`src/rtl/core/psv_pkg.sv`:
```
// ----------------------------------------------------------------------------
// psv_pkg
// Types, constants and fixed-point helpers of the particle swarm update core.
// ----------------------------------------------------------------------------
package psv_pkg;

  localparam int FRAC_BITS   = 16;
  localparam int RAND_BITS   = 16;
  localparam int DIMENSIONS  = 8;
  localparam int CFG_INDEX_W = 2;

  localparam logic signed [31:0] INERTIA_RESET   = 32'sd65536;
  localparam logic signed [31:0] COGNITIVE_RESET = 32'sd131072;
  localparam logic signed [31:0] SOCIAL_RESET    = 32'sd131072;
  localparam logic signed [31:0] VLIMIT_RESET    = 32'sd2147483647;

  typedef enum logic [CFG_INDEX_W-1:0] {
    REG_INERTIA   = 2'd0,
    REG_COGNITIVE = 2'd1,
    REG_SOCIAL    = 2'd2,
    REG_VLIMIT    = 2'd3
  } cfg_reg_e;

  typedef enum logic [1:0] {
    HIT_NONE  = 2'd0,
    HIT_LOWER = 2'd1,
    HIT_UPPER = 2'd2
  } bound_hit_e;

  typedef struct packed {
    logic signed [31:0] position;
    logic signed [31:0] velocity;
    logic signed [31:0] personal_best;
    logic signed [31:0] global_best;
    logic signed [31:0] lower_bound;
    logic signed [31:0] upper_bound;
    logic [15:0]        rand_one;
    logic [15:0]        rand_two;
  } sample_t;

  typedef struct packed {
    logic signed [31:0] new_position;
    logic signed [31:0] new_velocity;
    logic [1:0]         bound_hit;
  } result_t;

  typedef struct packed {
    logic signed [31:0] inertia;
    logic signed [31:0] cognitive_gain;
    logic signed [31:0] social_gain;
    logic signed [31:0] velocity_limit;
  } cfg_t;

  // Fields that ride along unchanged until the bound check.
  typedef struct packed {
    logic signed [31:0] position;
    logic signed [31:0] lower_bound;
    logic signed [31:0] upper_bound;
  } carry_t;

  // Velocity pipe to position stage.
  typedef struct packed {
    logic               valid;
    logic signed [31:0] velocity;
    carry_t             carry;
  } vel_item_t;

  localparam logic signed [64:0] SAT_HI = 65'sd2147483647;
  localparam logic signed [64:0] SAT_LO = -65'sd2147483648;

  function automatic logic signed [31:0] sat_to_32(input logic signed [64:0] v);
    logic signed [31:0] r;
    if (v > SAT_HI) begin
      r = 32'sh7fffffff;
    end else if (v < SAT_LO) begin
      r = 32'sh80000000;
    end else begin
      r = v[31:0];
    end
    return r;
  endfunction

  // Round half up then drop FRAC_BITS fraction bits, saturate.
  function automatic logic signed [31:0] rnd_sat_frac(input logic signed [63:0] p);
    logic signed [64:0] q;
    q = 65'(p) + (65'sd1 <<< (FRAC_BITS - 1));
    return sat_to_32(q >>> FRAC_BITS);
  endfunction

  // Round half up then drop RAND_BITS fraction bits, saturate.
  function automatic logic signed [31:0] rnd_sat_rand(input logic signed [63:0] p);
    logic signed [64:0] q;
    q = 65'(p) + (65'sd1 <<< (RAND_BITS - 1));
    return sat_to_32(q >>> RAND_BITS);
  endfunction

endpackage

```
`src/rtl/core/psv_cfg_regs.sv`:
```
// ----------------------------------------------------------------------------
// psv_cfg_regs
// Gain and limit registers, written through the configuration channel.
// ----------------------------------------------------------------------------
module psv_cfg_regs (
  input  logic                             clk,
  input  logic                             rst,
  input  logic                             cfg_valid,
  input  logic [psv_pkg::CFG_INDEX_W-1:0]  cfg_index,
  input  logic [31:0]                      cfg_data,
  output psv_pkg::cfg_t                    cfg
);

  always_ff @(posedge clk) begin
    if (rst) begin
      cfg.inertia        <= psv_pkg::INERTIA_RESET;
      cfg.cognitive_gain <= psv_pkg::COGNITIVE_RESET;
      cfg.social_gain    <= psv_pkg::SOCIAL_RESET;
      cfg.velocity_limit <= psv_pkg::VLIMIT_RESET;
    end else if (cfg_valid) begin
      unique case (psv_pkg::cfg_reg_e'(cfg_index))
        psv_pkg::REG_INERTIA:   cfg.inertia        <= $signed(cfg_data);
        psv_pkg::REG_COGNITIVE: cfg.cognitive_gain <= $signed(cfg_data);
        psv_pkg::REG_SOCIAL:    cfg.social_gain    <= $signed(cfg_data);
        psv_pkg::REG_VLIMIT:    cfg.velocity_limit <= $signed(cfg_data);
        default: ;
      endcase
    end
  end

endmodule

```
`config.mk`:
```
export PLATFORM = sky130hd
export DESIGN_NAME = psv_cfg_regs
export DESIGN_NICKNAME = d
export VERILOG_FILES = /design/src/rtl/core/psv_pkg.sv /design/src/rtl/core/psv_cfg_regs.sv
export SDC_FILE = /design/constraint.sdc
export NUM_CORES = 1
export LEC_CHECK = 0
export ABC_AREA = 1
export BUFFER_PORTS_ARGS = -buffer_cell sky130_fd_sc_hd__buf_2
export CAP_MARGIN = 25
export CORE_UTILIZATION = 45
export CTS_BUF_LIST = sky130_fd_sc_hd__clkbuf_4 sky130_fd_sc_hd__clkbuf_8
export DETAILED_ROUTE_END_ITERATION = 10
export GPL_TIMING_DRIVEN = 0
export PLACE_DENSITY = 0.72
export SLEW_MARGIN = 20
export SYNTH_ARGS = -nofsm -noshare
export SYNTH_HDL_FRONTEND = slang
export SYNTH_SLANG_ARGS = --single-unit
```
`constraint.sdc`:
```
create_clock -name clk -period 1.1 [get_ports clk]
set_clock_uncertainty 0.05 [all_clocks]
set_input_delay 0.055 -clock clk [delete_from_list [all_inputs] [get_ports clk]]
set_output_delay 0.055 -clock clk [all_outputs]
set_load 0.01 [all_outputs]
```
==> impl_results.md <==
- Outcome: finished with violations
- Failing checks: negative hold slack
- Combinational Power Share: 0.136
- Critical path required time: 1.00 ns
- Cell count of the worst hold path: 3
- Number of buffers inserted during clock tree synthesis: 17
- Number of maximum-capacitance constraint violations: 0
- Largest net degree at the start of global routing: 17
- Non-filler cells, final: about 1100
- First-pass iteration count of the detailed router: 5
- Post-placement worst setup slack: -0.173 ns
- R2R Path End: cfg[65]
- Total count of max-transition violations in the final report: 0
- Number of antenna violations at the first check in global routing: 0
- Met1 track demand over resource in global routing: 0.334
- Setup repair after global routing missed its margin: no
- Family with the most delay on the worst path: flip-flops
- Number of distinct standard cells referenced by the synthesized netlist: 16
- Global-route wire length before repair: between 20000 and 25000 um
- Part of the power in the clock network: 0.383
- Vertical die dimension: around 110 um
- Arr. time, crit path: roughly 0.92 ns
- Highest-utilization routing layer at the global route stage: met2
- Share of total power in sequential cells: 0.482
- Number of antenna cells inserted: 0
- Starting density of the core: 0.470
- Die area: roughly 12000 um2
- Leading cell type in the layout, fill and taps excluded: nand2_1
- Finish-stage setup viols: 0
- Worst Reg-to-Reg Cells: 4
- CTS Root Cell: clkbuf_8
- CTS tree: yes
- Cts-stage hold buffer count: 33
- Total grt overflow: 0
- Seq. cell area: between 2000 and 3000 um2
- Syn_nets: between 700 and 800
- Weighted congestion reported at the end of routability-driven placement: 0.783
- Total of warnings raised by yosys: 0
- Internal Pwr Total: ~7700 uW
- Half-perimeter wire length after placement: a little under 10000 um
- Instance count after placement with tap cells included: 1058
- Routed via count: just over 5000
- Setup slack of the most critical reg-to-reg path: ~0.4 ns
- Via count normalized by instance count: around 4.6
- Maximum VDD drop: about 1100 uV
- Routed wire per std cell: approximately 13 um
- Post-synthesis sequential area ratio: 0.494
- Final routed wirelength across all metal layers: around 15000 um
- Initial DRC Count: 336
- Final worst path period need: slightly above 1 ns
- Avg Synthesized Cell Area: 6.85 um2
- Final hold slack: -0.0547 ns
- Remaining DRCs: 0
- Post-route worst setup slack: roughly 0.080 ns
- Registers with the most flip-flops: cfg (128)
- Type of the setup path with the least slack: reg2out
- Boundary Pins: around 170
- Port bufs: about 160
- Cell count after synthesis: between 700 and 800
- Register bit total from synthesis: roughly 130
- Fill cell instance count of the final layout: about 1100
- Number of clock sinks: roughly 130
- Kind of start point of the critical path: flop
- Static power due to leakage: approximately 0.0039 uW
- R2r startpoint: cfg[65]
- Final Hold Fails: 2
- Highest-count cells in the layout ignoring fill and taps: nand2_1 (223), buf_2 (183), nor2_1 (157)
- Area of the multi-input gates: between 1500 and 2000 um2
- Cells along the critical path: buf_2
- Final antenna-violating net count: 0
- Type of destination of the critical path: output pin
- GR Util met3: 0.0794
- Source-to-sink clock delay at the later pin of the worst-skew pair: 0.42 ns
- Largest register by flop count: cfg
- Net count reported at finish: approximately 1000
- Post-layout power: ~10000 uW
- Largest register FFs: around 130
- Setup Total Neg Slack: 0 ns
- Clock slew at the register clock pins of the worst setup and hold paths: approximately 0.070 ns
- Worst-path maximum fanout: 2
- Combined buffer and inverter count along the critical path: 1
- Post-route fraction of the period consumed by the critical path: 0.927
- Power density cells: ~1500 nW/um2
- Hold WC Path Type: in2reg
- Total standard cell area after synthesis: 5180 um2
- Share of cells above drive strength 1: 0.240
- Hold Path End: cfg[81]
- Maximum count of clock buffers along a single path: 2
- Via count of the first global-routing pass: approximately 4700
- GRT Overall Usage: 0.259
- Switching share of power: 0.261
- Relative slew slack: 0.621
- Placement row count: 38
- Min-delay src: cfg_index[0]
- Achievable clock frequency: ~980 MHz
- H-Tree Depth: 4
- Layout overhead on the synthesized area: 32.7%
- Critical path's largest stage delay: 0.36 ns
- Slowest-stage cell, CP: dfxtp_1
- Total setup buffers inserted after CTS: 0
- Pin slew with the least headroom to its limit: roughly 0.57 ns
- Horiz. Die Dim: approximately 110 um
- GR Util met2: 0.419
- Area of the core region: around 11000 um2
- Net Switching: around 2700 uW
==> worst max-delay path by stage <==
stage                 start  endpoint  slack [ns]  cells after the start
2_1_floorplan  cfg_index[1]  cfg[112]        0.21                      6
3_3_place_gp            rst   cfg[26]       -0.16                      5
3_5_place_dp            rst   cfg[28]       -0.17                      5
4_1_cts            cfg[115]  cfg[115]        0.06                      1
5_1_grt             cfg[60]   cfg[60]       0.003                      1
6_report           cfg[117]  cfg[117]        0.08                      1
==> power by group through the flow <==
| stage | Sequential (uW) | Clock [uW] | Combinational, uW |
|---|---|---|---|
| 2_1_floorplan | 5210 | 0 | 656 |
| 3_3_place_gp | 5090 | 0 | 1310 |
| 3_5_place_dp | 5100 | 0 | 1320 |
| 4_1_cts | 5000 | 4030 | 1410 |
| 5_1_grt | 5020 | 4270 | 1590 |
| 6_report | 5000 | 3970 | 1410 |
==> kinds of logic (layout without fill, tap and decap cells) <==
group,after synthesis,in the layout,synth area share
AND/OR/NAND/NOR,452,452,0.352
buffers and inverters,146,371,0.123
flip-flops,128,128,0.494
AO/OA/AOI/OAI,31,31,0.0299
==> through the flow <==
stage                     utilization  area [um2]
after floorplan                     -        5180
after global placement          0.559        6160
after detailed placement        0.559        6160
after CTS                       0.624        6880
after global routing            0.624        6880
final                           0.624        6880
==> area by class of cell <==
class                           instances  share of cell area
Clock buffer                           24              0.0435
Buffer                                 48              0.0395
Inverter                               98              0.0535
Tap cell                              140              0.0255
Timing Repair Buffer                  194               0.165
Clock inverter                          7              0.0124
Sequential cell                       128               0.373
Multi-Input combinational cell        483               0.288
==> cell usage after synthesis (all sizes together) <==
cell type	number	area share
nand4	2	0.0024
nor2	158	0.12
nand3	69	0.072
a21oi	31	0.030
buf	45	0.050
clkbuf	3	0.0022
dfxtp	128	0.49
inv	98	0.071
nand2	223	0.16
==> layer usage <==
metal	vias to the layer above	wire length, um
li1	2678	-
met1	2313	6700
met2	164	6780
met3	14	1060
met4	0	161
met5	-	0
==> timing repair <==
item / CTS / global route
endpoints found under the hold margin: 128 / 2
resized for setup: 0 / 1
setup endpoints to repair: 0 / 1
Note: power is estimated with default switching activity, not from simulation.
