### src/rtl/core/psv_pkg.sv
// ----------------------------------------------------------------------------
// psv_pkg
// Types, constants and fixed-point helpers of the particle swarm update core.
// ----------------------------------------------------------------------------
package psv_pkg;

  localparam int FRAC_BITS   = 16;
  localparam int RAND_BITS   = 16;
  localparam int DIMENSIONS  = 8;
  localparam int CFG_INDEX_W = 2;

  localparam logic signed [31:0] INERTIA_RESET   = 32'sd65536;
  localparam logic signed [31:0] COGNITIVE_RESET = 32'sd131072;
  localparam logic signed [31:0] SOCIAL_RESET    = 32'sd131072;
  localparam logic signed [31:0] VLIMIT_RESET    = 32'sd2147483647;

  typedef enum logic [CFG_INDEX_W-1:0] {
    REG_INERTIA   = 2'd0,
    REG_COGNITIVE = 2'd1,
    REG_SOCIAL    = 2'd2,
    REG_VLIMIT    = 2'd3
  } cfg_reg_e;

  typedef enum logic [1:0] {
    HIT_NONE  = 2'd0,
    HIT_LOWER = 2'd1,
    HIT_UPPER = 2'd2
  } bound_hit_e;

  typedef struct packed {
    logic signed [31:0] position;
    logic signed [31:0] velocity;
    logic signed [31:0] personal_best;
    logic signed [31:0] global_best;
    logic signed [31:0] lower_bound;
    logic signed [31:0] upper_bound;
    logic [15:0]        rand_one;
    logic [15:0]        rand_two;
  } sample_t;

  typedef struct packed {
    logic signed [31:0] new_position;
    logic signed [31:0] new_velocity;
    logic [1:0]         bound_hit;
  } result_t;

  typedef struct packed {
    logic signed [31:0] inertia;
    logic signed [31:0] cognitive_gain;
    logic signed [31:0] social_gain;
    logic signed [31:0] velocity_limit;
  } cfg_t;

  // Fields that ride along unchanged until the bound check.
  typedef struct packed {
    logic signed [31:0] position;
    logic signed [31:0] lower_bound;
    logic signed [31:0] upper_bound;
  } carry_t;

  // Velocity pipe to position stage.
  typedef struct packed {
    logic               valid;
    logic signed [31:0] velocity;
    carry_t             carry;
  } vel_item_t;

  localparam logic signed [64:0] SAT_HI = 65'sd2147483647;
  localparam logic signed [64:0] SAT_LO = -65'sd2147483648;

  function automatic logic signed [31:0] sat_to_32(input logic signed [64:0] v);
    logic signed [31:0] r;
    if (v > SAT_HI) begin
      r = 32'sh7fffffff;
    end else if (v < SAT_LO) begin
      r = 32'sh80000000;
    end else begin
      r = v[31:0];
    end
    return r;
  endfunction

  // Round half up then drop FRAC_BITS fraction bits, saturate.
  function automatic logic signed [31:0] rnd_sat_frac(input logic signed [63:0] p);
    logic signed [64:0] q;
    q = 65'(p) + (65'sd1 <<< (FRAC_BITS - 1));
    return sat_to_32(q >>> FRAC_BITS);
  endfunction

  // Round half up then drop RAND_BITS fraction bits, saturate.
  function automatic logic signed [31:0] rnd_sat_rand(input logic signed [63:0] p);
    logic signed [64:0] q;
    q = 65'(p) + (65'sd1 <<< (RAND_BITS - 1));
    return sat_to_32(q >>> RAND_BITS);
  endfunction

endpackage

### src/rtl/core/psv_position_stage.sv
// ----------------------------------------------------------------------------
// psv_position_stage
// New position, bound clamp and the result register.
// ----------------------------------------------------------------------------
module psv_position_stage (
  input  logic                clk,
  input  logic                rst,
  input  logic                advance,
  input  psv_pkg::vel_item_t  vel,
  output logic                result_valid,
  output psv_pkg::result_t    result
);

  logic signed [32:0] psum;
  logic signed [31:0] pos_raw, pos_lo;
  logic               hit_lo, hit_hi;

  assign psum    = 33'(vel.carry.position) + 33'(vel.velocity);
  assign pos_raw = psv_pkg::sat_to_32(65'(psum));
  assign hit_lo  = pos_raw <= vel.carry.lower_bound;
  assign pos_lo  = hit_lo ? vel.carry.lower_bound : pos_raw;
  // The upper test sees the position after the lower clamp.
  assign hit_hi  = pos_lo >= vel.carry.upper_bound;

  always_ff @(posedge clk) begin
    if (rst) begin
      result_valid <= 1'b0;
    end else if (advance) begin
      result_valid <= vel.valid;
    end
  end

  always_ff @(posedge clk) begin
    if (advance) begin
      priority if (hit_hi) begin
        result.new_position <= vel.carry.upper_bound;
        result.new_velocity <= '0;
        result.bound_hit    <= psv_pkg::HIT_UPPER;
      end else if (hit_lo) begin
        result.new_position <= vel.carry.lower_bound;
        result.new_velocity <= '0;
        result.bound_hit    <= psv_pkg::HIT_LOWER;
      end else begin
        result.new_position <= pos_raw;
        result.new_velocity <= vel.velocity;
        result.bound_hit    <= psv_pkg::HIT_NONE;
      end
    end
  end

endmodule

### config.mk
export PLATFORM = sky130hd
export DESIGN_NAME = psv_position_stage
export DESIGN_NICKNAME = d
export VERILOG_FILES = /design/src/rtl/core/psv_pkg.sv /design/src/rtl/core/psv_position_stage.sv
export SDC_FILE = /design/constraint.sdc
export NUM_CORES = 1
export LEC_CHECK = 0
export ABC_AREA = 1
export BUFFER_PORTS_ARGS = -buffer_cell sky130_fd_sc_hd__clkbuf_2
export CORE_MARGIN = 1.5
export CORE_UTILIZATION = 56
export DETAILED_ROUTE_END_ITERATION = 10
export PLACE_DENSITY = 0.83
export REMOVE_ABC_BUFFERS = 1
export SYNTH_ARGS = -nofsm -noshare
export SYNTH_HDL_FRONTEND = slang
export SYNTH_SLANG_ARGS = --single-unit
### constraint.sdc
create_clock -name clk -period 9.2 [get_ports clk]
set_input_delay 1.84 -clock clk [delete_from_list [all_inputs] [get_ports clk]]
set_output_delay 1.84 -clock clk [all_outputs]
set_load 0.05 [all_outputs]
==> results.rst, run 1 <==
.. list-table::
   :header-rows: 1

   * - Metric
     - Value
   * - Final-report hold violation count
     - 0
   * - Clock net sink count
     - 67
   * - Number of different library cells in the post-synthesis netlist
     - 38
   * - Netlist area before placement
     - 7960 µm²
   * - Global-route wire length before repair
     - 32.1 mm
   * - Instance count of the mapped netlist
     - 1177
   * - Final setup fails
     - 0
   * - Vias per Instance
     - 5.01
   * - Largest net degree at the start of global routing
     - 68
   * - Category of the worst setup path capture point
     - flop
   * - Slowest cell on the critical path
     - sky130_fd_sc_hd__nand4_4
   * - Clock latency at the later pin of the worst-skew pair
     - 0.35 ns
   * - Count of maximum capacitance violations
     - 0
   * - Count of unresolved DRC violations after routing
     - 0
   * - Fraction of the yosys area taken by sequential cells
     - 25.2%
   * - Area growth from synthesis to layout
     - 17.3%
   * - Cell type with the highest aggregate area in the netlist
     - sky130_fd_sc_hd__edfxtp_1
   * - Static power due to leakage
     - 5.45 nW
   * - Fraction of synthesis flops using an asynchronous set or reset pin
     - 0%
   * - Clock skew after layout
     - 0 ns
   * - Critical path's largest stage delay
     - 0.47 ns
   * - Vias in the first global route
     - 7303
   * - Count of boundary I/O pins
     - 199
   * - Peak fanout along the critical path
     - 34
   * - Yosys warning count
     - 0
   * - Die Outline Area
     - 14900 µm²
   * - Routed length per placed instance
     - 12.7 µm
   * - Top FF cell, synth
     - sky130_fd_sc_hd__edfxtp_1
   * - Die width
     - 122 µm
   * - Setup repair after global routing missed its margin
     - false
   * - Via count
     - 7780
   * - TritonCTS clock tree
     - yes
   * - Number of synthesized flops with an enable pin
     - 66
   * - DRT Pass-1 Iters
     - 5
   * - Top cells by instance count after synthesis
     - sky130_fd_sc_hd__nand2_1, sky130_fd_sc_hd__inv_1, sky130_fd_sc_hd__ha_1
   * - Worst slew margin
     - 40.3%
   * - H-tree depth reported by CTS
     - 3
   * - Count of hold-fix buffers inserted at cts
     - 0
   * - Outcome
     - finished clean
   * - Row count
     - 43
   * - Vertical die dimension
     - 122 µm
   * - Total power density per cell area
     - 254 nW/µm²
   * - Cell chosen for the clock root
     - sky130_fd_sc_hd__clkbuf_16
   * - TritonCTS buffer count
     - 9
   * - Post-synthesis average cell area
     - 6.76 µm²
   * - Part of the cycle the worst path needs
     - 92.1%
   * - Number of buffers on the longest clock path
     - 2
   * - Initial antenna violation count
     - 0
   * - Final-report max-slew violation count
     - 0
   * - Starting utilization of the core area
     - 57.3%
   * - Routability cong.
     - 0.958
   * - GRT Residual Overflow
     - 0
   * - Post-route core utilization
     - 67.3%
   * - Buffers inserted by post-CTS timing repair
     - 0
   * - Highest clock rate
     - 0.118 GHz
   * - Critical path startpoint category
     - primary input
   * - Count of state elements after synthesis
     - 67
   * - IR Drop Worst-Case VDD
     - 0.111 mV
   * - Half-perimeter wire length of the detailed placement result
     - 16.4 mm
   * - Post-CTS resize count
     - 0
   * - Sum Neg Setup Slack
     - 0 ns
   * - Slew at the pin closest to its max-slew limit
     - 0.896 ns
   * - Top cell by count, worst path
     - sky130_fd_sc_hd__nand2_1
   * - Antenna fix cells
     - 0
   * - Core Area
     - 13900 µm²
   * - Endpoint arrival time on the critical path
     - 8.57 ns
   * - Cells taking the most area after synthesis
     - sky130_fd_sc_hd__edfxtp_1, sky130_fd_sc_hd__nand2_1, sky130_fd_sc_hd__ha_1
   * - Worst Setup Path Type
     - in2reg
   * - Type of the tightest min-delay check
     - reg2reg
   * - Fraction of layout instances using a drive strength above 1
     - 21.9%
   * - Clock period minus final worst setup slack
     - 8.47 ns
   * - Detailed-route wire length
     - 19.8 mm
   * - Total Nets Final
     - 1599
   * - Remaining antenna violation count after routing
     - 0
   * - Register-to-Register Setup Slack
     - 8.61 ns
   * - Number of input and output port buffers inserted
     - 198
   * - Critical path data required time
     - 9.30 ns
   * - Top-count cell post-synth
     - sky130_fd_sc_hd__nand2_1
   * - Area share of the largest cell type after synthesis
     - 24.9%
   * - Total routing usage reported by global routing
     - 27.0%
   * - Clock transition at the register clock pins on the worst setup and hold paths after CTS
     - 0.05 ns
   * - Starting DRT DRC Count
     - 415
## worst paths after layout
path	startpoint	endpoint	depth (start not counted)
hold / removal	result_valid$_SDFFE_PP0P_	result_valid$_SDFFE_PP0P_	2
hold reg to reg	result_valid$_SDFFE_PP0P_	result_valid$_SDFFE_PP0P_	2
setup / recovery	vel[96]	result[61]$_DFFE_PP_	44
setup reg to reg	result_valid$_SDFFE_PP0P_	result_valid$_SDFFE_PP0P_	2
## cells in the final DEF (no fill, tap or decap), types with 4 or more instances in the layout
master                      Yosys  layout
sky130_fd_sc_hd__ha_1          96      96
sky130_fd_sc_hd__edfxtp_1      66      66
sky130_fd_sc_hd__and2_1        32      32
sky130_fd_sc_hd__a21oi_1       52      52
sky130_fd_sc_hd__o21bai_1       9       9
sky130_fd_sc_hd__buf_4          7       7
sky130_fd_sc_hd__clkbuf_2       0     197
sky130_fd_sc_hd__nand3_1       71      71
sky130_fd_sc_hd__nand2_1      385     385
sky130_fd_sc_hd__inv_2         12      12
sky130_fd_sc_hd__inv_1        209     209
sky130_fd_sc_hd__nand2_4       21      21
sky130_fd_sc_hd__nor3_1         8       8
sky130_fd_sc_hd__clkbuf_16      0       9
sky130_fd_sc_hd__nand3b_1       3       4
sky130_fd_sc_hd__a21oi_2       15      15
sky130_fd_sc_hd__nand2_2       11      11
sky130_fd_sc_hd__nand4_1        7       7
sky130_fd_sc_hd__o21ai_0       13      13
sky130_fd_sc_hd__nand3_2       21      21
sky130_fd_sc_hd__xnor2_1        4       4
sky130_fd_sc_hd__xor2_1        10      10
sky130_fd_sc_hd__nor2_1        91      91
## layer usage
layer,vias to the layer above,GRT usage [%],part of all wire [%]
met3,34,5.10,6.6
met1,3414,35.2,45
met2,255,45.3,46
met4,0,8.43,2.0
li1,4077,-,-
met5,-,0,0
## worst max-delay path, delay by kind of cell
kind	cells	cell delay (ns)
AOI/OAI and AO/OA	2	0.25
adders and majority gates	4	1.08
buffers and inverters	8	1.59
and+or+nand+nor	30	3.75
## layout make-up
type	instances	area [µm²]
Clock buffer	11	233
Clock inverter	4	42.5
Fill cell	1265	4550
Inverter	221	830
Multi-Input combinational cell	866	4960
Sequential cell	67	2000
Tap cell	180	225
Timing Repair Buffer	205	1040
## power breakdown
part	internal (mW)	switching [mW]
registers	0.503	0.0267
logic	0.435	1.08
clock network	0.206	0.128
## flip-flops by register name, indices dropped and copies added, names as in the netlist
signal,count
result,66
result_valid,1
## per-stage QoR
step                setup slack, ns  cells  cell area [µm²]  hold WS [ns]  power [mW]
detailed placement            0.434   1538             9050         0.501        2.04
finish                        0.726   1554             9340         0.509        2.38
global route                 0.0717   1554             9340         0.542        2.56
CTS                           0.768   1553             9330         0.514        2.38
floorplan                     0.229   1153             7780         0.733        1.68
global placement              0.622   1538             9050         0.474        2.00
## logic make-up (layout without fill, tap and decap cells)
family          after synthesis  in the layout  share of synthesized area, %
compound gates               94             94                          7.00
simple gates                659            660                          38.2
mux                           1              1                         0.126
xor+xnor                     14             14                          1.54
fa+ha+maj                    97             97                          15.3
flops                        67             67                          25.2
buf+inv                     245            441                          12.7
(Power assumes the default switching activity.)
==> inputs of run 2 (changes only) <==
- MAX_ROUTING_LAYER: not set -> met4
==> run 2 against run 1 <==
  * Die area stayed put
  * Power is 0.29% higher
  * Final cell count stayed put
  * Sequential share of layout area stayed put
  * Register-to-register slack hardly changed
  * Clock skew stayed put
  * Flip-flop and latch count stayed put
  * Non-clock buffer count stayed put
  * Setup slack worse by 0.037 ns
  * Utilization stayed put
  * Critical path depth is 2 higher
  * Largest cell class unchanged
==> results.rst, run 2 (same netlist as run 1, synthesis figures left out) <==
.. list-table::
   :header-rows: 1

   * - Metric
     - Value
   * - Clock period minus final worst setup slack
     - 8.51 ns
   * - Clock transition at the register clock pins on the worst setup and hold paths after CTS
     - 0.06 ns
   * - Via count
     - 7799
   * - Clock latency at the later pin of the worst-skew pair
     - 0.35 ns
   * - Flip-flop count of the largest register after layout
     - 66
   * - Vias in the first global route
     - 7218
   * - Dominant delay contributor by cell family on the critical path
     - simple AND/OR/NAND/NOR gates
   * - Die Outline Area
     - 14900 µm²
   * - Half-perimeter wire length of the detailed placement result
     - 16.5 mm
   * - Total power density per cell area
     - 255 nW/µm²
   * - Part of the cycle the worst path needs
     - 92.5%
   * - Slew at the pin closest to its max-slew limit
     - 0.866 ns
   * - Post-CTS resize count
     - 0
   * - Routed length per placed instance
     - 12.9 µm
   * - Most common library cell in the layout ignoring fill and taps
     - sky130_fd_sc_hd__nand2_1
   * - Count of hold-fix buffers inserted at cts
     - 0
   * - Sequential group share of total power
     - 22.2%
   * - Switching power share of the total
     - 51.9%
   * - Critical path's largest stage delay
     - 0.51 ns
   * - Buffers inserted by post-CTS timing repair
     - 0
   * - Number of input and output port buffers inserted
     - 198
   * - Category of the worst setup path capture point
     - flop
   * - GRT Residual Overflow
     - 0
   * - Static power due to leakage
     - 5.45 nW
   * - Sum Neg Setup Slack
     - 0 ns
   * - Reported net switching power
     - 1.24 mW
   * - Endpoint arrival time on the critical path
     - 8.61 ns
   * - Final-report max-slew violation count
     - 0
   * - Number of buffers on the longest clock path
     - 2
   * - Worst Path Buf+Inv
     - 8
   * - Type of the tightest min-delay check
     - reg2reg
   * - DRT Pass-1 Iters
     - 5
   * - Routability cong.
     - 0.930
   * - Area growth from synthesis to layout
     - 17.3%
   * - Post-route core utilization
     - 67.3%
   * - Combinational power share
     - 63.7%
   * - Count of boundary I/O pins
     - 199
   * - Setup repair after global routing missed its margin
     - false
   * - Detailed-route wire length
     - 20.0 mm
   * - Remaining antenna violation count after routing
     - 0
   * - Vias per Instance
     - 5.02
   * - Starting DRT DRC Count
     - 489
   * - Total Nets Final
     - 1599
   * - Commonest cells after routing, fill and taps aside
     - sky130_fd_sc_hd__nand2_1, sky130_fd_sc_hd__inv_1, sky130_fd_sc_hd__clkbuf_2
   * - Largest reg by FF count
     - result
   * - Die width
     - 122 µm
   * - Starting utilization of the core area
     - 57.3%
   * - Total routing usage reported by global routing
     - 27.9%
   * - Final setup fails
     - 0
   * - Clock net sink count
     - 67
   * - Row count
     - 43
   * - Global-route wire length before repair
     - 32.2 mm
   * - Worst Setup Path Type
     - in2reg
   * - Portion of total power attributed to the clock network
     - 14.0%
   * - Antenna fix cells
     - 0
   * - TritonCTS clock tree
     - yes
   * - Count of maximum capacitance violations
     - 0
   * - Core Area
     - 13900 µm²
   * - Critical path data required time
     - 9.30 ns
   * - Top Registers
     - result: 66 flops, result_valid: 1 flops
   * - Final-report hold violation count
     - 0
   * - Top cell by count, worst path
     - sky130_fd_sc_hd__nand2_1
   * - Worst slew margin
     - 42.2%
   * - Cell chosen for the clock root
     - sky130_fd_sc_hd__clkbuf_16
   * - Vertical die dimension
     - 122 µm
   * - Highest clock rate
     - 0.117 GHz
   * - IR Drop Worst-Case VDD
     - 0.111 mV
   * - Clock skew after layout
     - 0 ns
   * - Peak fanout along the critical path
     - 35
   * - Initial antenna violation count
     - 0
   * - H-tree depth reported by CTS
     - 3
   * - Slowest cell on the critical path
     - sky130_fd_sc_hd__nand4_4
   * - Fraction of layout instances using a drive strength above 1
     - 21.9%
   * - Critical path startpoint category
     - primary input
   * - TritonCTS buffer count
     - 9
   * - Outcome
     - finished clean
   * - Internal power summed over all cells
     - 1.14 mW
   * - Count of unresolved DRC violations after routing
     - 0
   * - Largest net degree at the start of global routing
     - 68
run 2: through the flow:
stage	worst slack (ns)	power, mW	hold WS, ns	area (µm²)	instances
after CTS	0.709	2.38	0.503	9330	1553
after floorplan	0.229	1.68	0.733	7780	1153
after detailed placement	0.388	2.04	0.490	9050	1538
after global routing	0.0657	2.56	0.550	9340	1554
after global placement	0.621	2.01	0.473	9050	1538
final	0.688	2.38	0.492	9340	1554
run 2: metal layers:
metal	vias to the layer above	part of all wire [%]	track usage, %
li1	4089	-	-
met1	3442	46	35.7
met2	239	46	45.9
met3	29	5.4	3.04
met4	0	2.2	10.2
met5	-	0	-
run 2: worst register-to-register path, delay by kind of cell, from the launching register on:
family | cells | cell delay, ns
DFF | 1 | 0.30
muxes | 1 | 0.12
and+or+nand+nor | 1 | 0.05
run 2: final timing paths:
path,cells after the start,from,slack (ns),endpoint
max reg2reg,2,result_valid$_SDFFE_PP0P_,8.62,result_valid$_SDFFE_PP0P_
min reg2reg,2,result_valid$_SDFFE_PP0P_,0.49,result_valid$_SDFFE_PP0P_
max,46,vel[96],0.69,result[50]$_DFFE_PP_
min,2,result_valid$_SDFFE_PP0P_,0.49,result_valid$_SDFFE_PP0P_
run 2: power by group through the flow:
stage	sequential [mW]	combinational, mW	clock (mW)
floorplan	0.934	0.746	0
global placement	0.533	1.47	0
detailed placement	0.537	1.51	0
CTS	0.532	1.51	0.337
global route	0.542	1.67	0.348
finish	0.530	1.52	0.334
run 2: area by class of cell:
type / instances / area, µm²
fill: 1267 / 4550
sequential: 67 / 2000
inverter: 221 / 830
timing repair buffer: 205 / 1040
tap: 180 / 225
clock buffer: 11 / 233
clock inverter: 4 / 42.5
multi-input combinational: 866 / 4960
==> inputs of run 3 (changes only) <==
- ABC_AREA: 1 -> not set
- CORE_UTILIZATION: 56 -> 54
==> run 3 against run 2 <==
  * Synthesized cell count fell by 33%
  * Via count fell by 13%
  * Count of clock-buffer cells in the layout rose by 1
  * Combinational power fell by 14%
  * Clock power fell by 6.6%
  * Final cell count fell by 26%
  * First-iteration DRC count rose by 38%
  * Non-clock buffer count rose by 13
  * Sequential share of layout area rose by 2.8 points
  * Sequential power fell by 8.7%
  * Utilization rose by 0.96 points
  * Maximum frequency fell by 3.8%
  * Largest power group unchanged
==> results.rst, run 3 <==
.. list-table::
   :header-rows: 1

   * - Metric
     - Value
   * - Top-count cell post-synth
     - sky130_fd_sc_hd__ha_1
   * - Number of different library cells in the post-synthesis netlist
     - 70
   * - Peak fanout along the critical path
     - 29
   * - Final standard cell area without fillers
     - 8260 µm²
   * - Cell type with the highest aggregate area in the netlist
     - sky130_fd_sc_hd__edfxtp_1
   * - Cell chosen for the clock root
     - sky130_fd_sc_hd__clkbuf_16
   * - Clock net sink count
     - 67
   * - Fraction of layout instances using a drive strength above 1
     - 25.4%
   * - Sequential group share of total power
     - 23.1%
   * - Static power due to leakage
     - 4.18 nW
   * - Most common library cell in the layout ignoring fill and taps
     - sky130_fd_sc_hd__clkbuf_2
   * - Clock period minus final worst setup slack
     - 8.85 ns
   * - Total power density per cell area
     - 254 nW/µm²
   * - Top FF cell, synth
     - sky130_fd_sc_hd__edfxtp_1
   * - Slew at the pin closest to its max-slew limit
     - 0.885 ns
   * - Yosys warning count
     - 0
   * - Fillers
     - 1057
   * - Total Nets Final
     - 1211
   * - Portion of total power attributed to the clock network
     - 14.9%
   * - Fraction of the yosys area taken by sequential cells
     - 29.6%
   * - Via count
     - 6820
   * - Die width
     - 115 µm
   * - GRT Residual Overflow
     - 0
   * - Routed length per placed instance
     - 16.8 µm
   * - End of the worst register-to-register path
     - result_valid$_SDFFE_PP0P_
   * - Total routing usage reported by global routing
     - 29.8%
   * - Post-synthesis average cell area
     - 8.55 µm²
   * - Internal power summed over all cells
     - 1.07 mW
   * - Largest reg by FF count
     - result
   * - Part of the cycle the worst path needs
     - 96.2%
   * - Clock transition at the register clock pins on the worst setup and hold paths after CTS
     - 0.06 ns
   * - Category of the worst setup path capture point
     - flop
   * - Global-route wire length before repair
     - 29.8 mm
   * - Reg-to-reg critical path startpoint
     - result_valid$_SDFFE_PP0P_
   * - Clock latency at the later pin of the worst-skew pair
     - 0.34 ns
   * - Register-to-Register Setup Slack
     - 8.62 ns
   * - Fraction of synthesis flops using an asynchronous set or reset pin
     - 0%
   * - Starting DRT DRC Count
     - 673
   * - Number of buffers on the longest clock path
     - 2
   * - Count of state elements after synthesis
     - 67
   * - Clock skew after layout
     - 0 ns
   * - DRT Pass-1 Iters
     - 7
   * - Netlist area before placement
     - 6760 µm²
   * - Switching power share of the total
     - 48.8%
   * - Die Outline Area
     - 13200 µm²
   * - Number of input and output port buffers inserted
     - 198
   * - Antenna fix cells
     - 0
   * - Hold EP
     - result_valid$_SDFFE_PP0P_
   * - Critical path data required time
     - 9.30 ns
   * - Remaining antenna violation count after routing
     - 0
   * - Initial antenna violation count
     - 0
   * - Final setup fails
     - 0
   * - Instance count of the mapped netlist
     - 790
   * - Placed cell areas
     - 7930 µm²
   * - Top cells by instance count after synthesis
     - sky130_fd_sc_hd__ha_1, sky130_fd_sc_hd__a21oi_1, sky130_fd_sc_hd__nand2_1
   * - Highest clock rate
     - 0.113 GHz
   * - Critical path's largest stage delay
     - 0.47 ns
   * - Count of maximum capacitance violations
     - 0
   * - Core Area
     - 12100 µm²
   * - Half-perimeter wire length of the detailed placement result
     - 15.0 mm
   * - Reported net switching power
     - 1.02 mW
   * - Area growth from synthesis to layout
     - 22.3%
   * - Worst slew margin
     - 41.0%
   * - Vias in the first global route
     - 6173
   * - Worst reg2reg path depth
     - 2
   * - Starting utilization of the core area
     - 55.8%
   * - Cell depth of the worst min-delay path
     - 2
   * - Combinational power share
     - 62.1%
   * - Count of unresolved DRC violations after routing
     - 0
   * - Count of hold-fix buffers inserted at cts
     - 0
   * - Row count
     - 40
   * - Top Registers
     - result: 66 flops, result_valid: 1 flops
   * - Largest net degree at the start of global routing
     - 68
   * - TritonCTS buffer count
     - 9
   * - Detailed-route wire length
     - 19.4 mm
   * - Cells taking the most area after synthesis
     - sky130_fd_sc_hd__edfxtp_1, sky130_fd_sc_hd__ha_1, sky130_fd_sc_hd__a21oi_1
   * - Commonest cells after routing, fill and taps aside
     - sky130_fd_sc_hd__clkbuf_2, sky130_fd_sc_hd__ha_1, sky130_fd_sc_hd__nand2_1
   * - Top cell by count, worst path
     - sky130_fd_sc_hd__nand4_1
   * - Sum Neg Setup Slack
     - 0 ns
   * - Flip-flop count of the largest register after layout
     - 66
   * - Vias per Instance
     - 5.90
   * - Final-report hold violation count
     - 0
   * - Count of boundary I/O pins
     - 199
   * - Area share of the largest cell type after synthesis
     - 29.3%
   * - Hold Crit Start
     - result_valid$_SDFFE_PP0P_
   * - Final-report max-slew violation count
     - 0
   * - Worst Setup Path Type
     - in2reg
   * - Vertical die dimension
     - 115 µm
   * - Slowest cell on the critical path
     - sky130_fd_sc_hd__o41a_1
   * - Number of synthesized flops with an enable pin
     - 66
   * - Critical path startpoint category
     - primary input
   * - Routability cong.
     - 0.990
   * - Endpoint arrival time on the critical path
     - 8.95 ns
   * - Power after layout
     - 2.10 mW
   * - TritonCTS clock tree
     - yes
   * - IR Drop Worst-Case VDD
     - 0.132 mV
   * - Outcome
     - finished clean
   * - H-tree depth reported by CTS
     - 3
   * - Type of the tightest min-delay check
     - reg2reg
==> run 3: cell count changes in the layout (fill, tap and decap cells not counted), moves of 15 or more <==
cell,before,now
sky130_fd_sc_hd__a21o_1,1,22
sky130_fd_sc_hd__and3_1,1,37
sky130_fd_sc_hd__inv_1,209,78
sky130_fd_sc_hd__xnor2_1,4,19
sky130_fd_sc_hd__nand3_2,21,0
sky130_fd_sc_hd__and2_1,32,4
sky130_fd_sc_hd__nor2_1,91,58
sky130_fd_sc_hd__a222oi_1,0,24
sky130_fd_sc_hd__nand3_1,71,10
sky130_fd_sc_hd__nand2_4,21,0
sky130_fd_sc_hd__a21oi_1,52,86
sky130_fd_sc_hd__nand2_1,385,88
==> run 3: timing repair <==
item / 4_1_cts / 5_1_grt
resized for setup: 0 / 9
setup endpoints to repair: 0 / 66
buffers inserted: 0 / 2
hold endpoints to repair: 0 / 0
==> run 3: critical path: cells and delay by family <==
family / cells / cell delay (ns)
AND/OR/NAND/NOR: 11 / 2.07
AO/OA/AOI/OAI: 13 / 2.66
multiplexers: 1 / 0.35
buffers and inverters: 5 / 0.91
adder cells (fa/ha/maj): 3 / 1.10
==> run 3: routing by layer <==
metal  vias to the layer above  global-route usage (%)  wire, µm
met3                        31                    5.64      1750
met1                      3128                    37.6      8160
li1                       3307                       -         -
met2                       354                    48.1      9050
met4                         0                    10.7       422
met5                         -                       -         0
==> run 3: through the flow <==
step                hold slack, ns  std cells  worst slack, ns  util (%)
floorplan                    0.733        753            -2.32         -
global placement             0.476       1135          -0.0403      65.5
detailed placement           0.487       1135           -0.253      65.5
CTS                          0.499       1151           0.0786      67.6
global route                 0.521       1155         -0.00939      68.2
finish                       0.494       1155            0.349      68.2
==> run 3: cells by family after synthesis <==
logic type / after synthesis / share of synthesized area (%)
multiplexers: 4 / 0.648
adder cells (fa/ha/maj): 98 / 18.2
buffers and inverters: 117 / 7.46
flip-flops: 67 / 29.6
XOR/XNOR: 28 / 3.63
AND/OR/NAND/NOR: 248 / 17.6
AO/OA/AOI/OAI: 228 / 22.8
==> run 3: worst max path at each step <==
stage | from | endpoint | slack, ns
floorplan | vel[64] | result[35]$_DFFE_PP_ | -2.32
global placement | vel[96] | result[57]$_DFFE_PP_ | -0.04
detailed placement | vel[96] | result[57]$_DFFE_PP_ | -0.25
CTS | vel[96] | result[57]$_DFFE_PP_ | 0.08
global route | vel[78] | result[50]$_DFFE_PP_ | -0.009
finish | vel[110] | result[50]$_DFFE_PP_ | 0.35
==> run 3: power groups by stage <==
stage	clock network (mW)	registers (mW)	logic (mW)
floorplan	0	0.786	0.612
finish	0.312	0.484	1.30
CTS	0.315	0.485	1.26
global route	0.330	0.491	1.41
detailed placement	0	0.490	1.26
global placement	0	0.488	1.24
==> run 3: final cells by class <==
type	count	area, µm²	share of cell area [%]
tap	168	210	2.54
inverter	80	304	3.68
timing repair buffer	218	1190	14.4
multi-input combinational	606	4300	52.1
clock inverter	4	17.5	0.212
sequential	67	2000	24.2
clock buffer	12	236	2.86
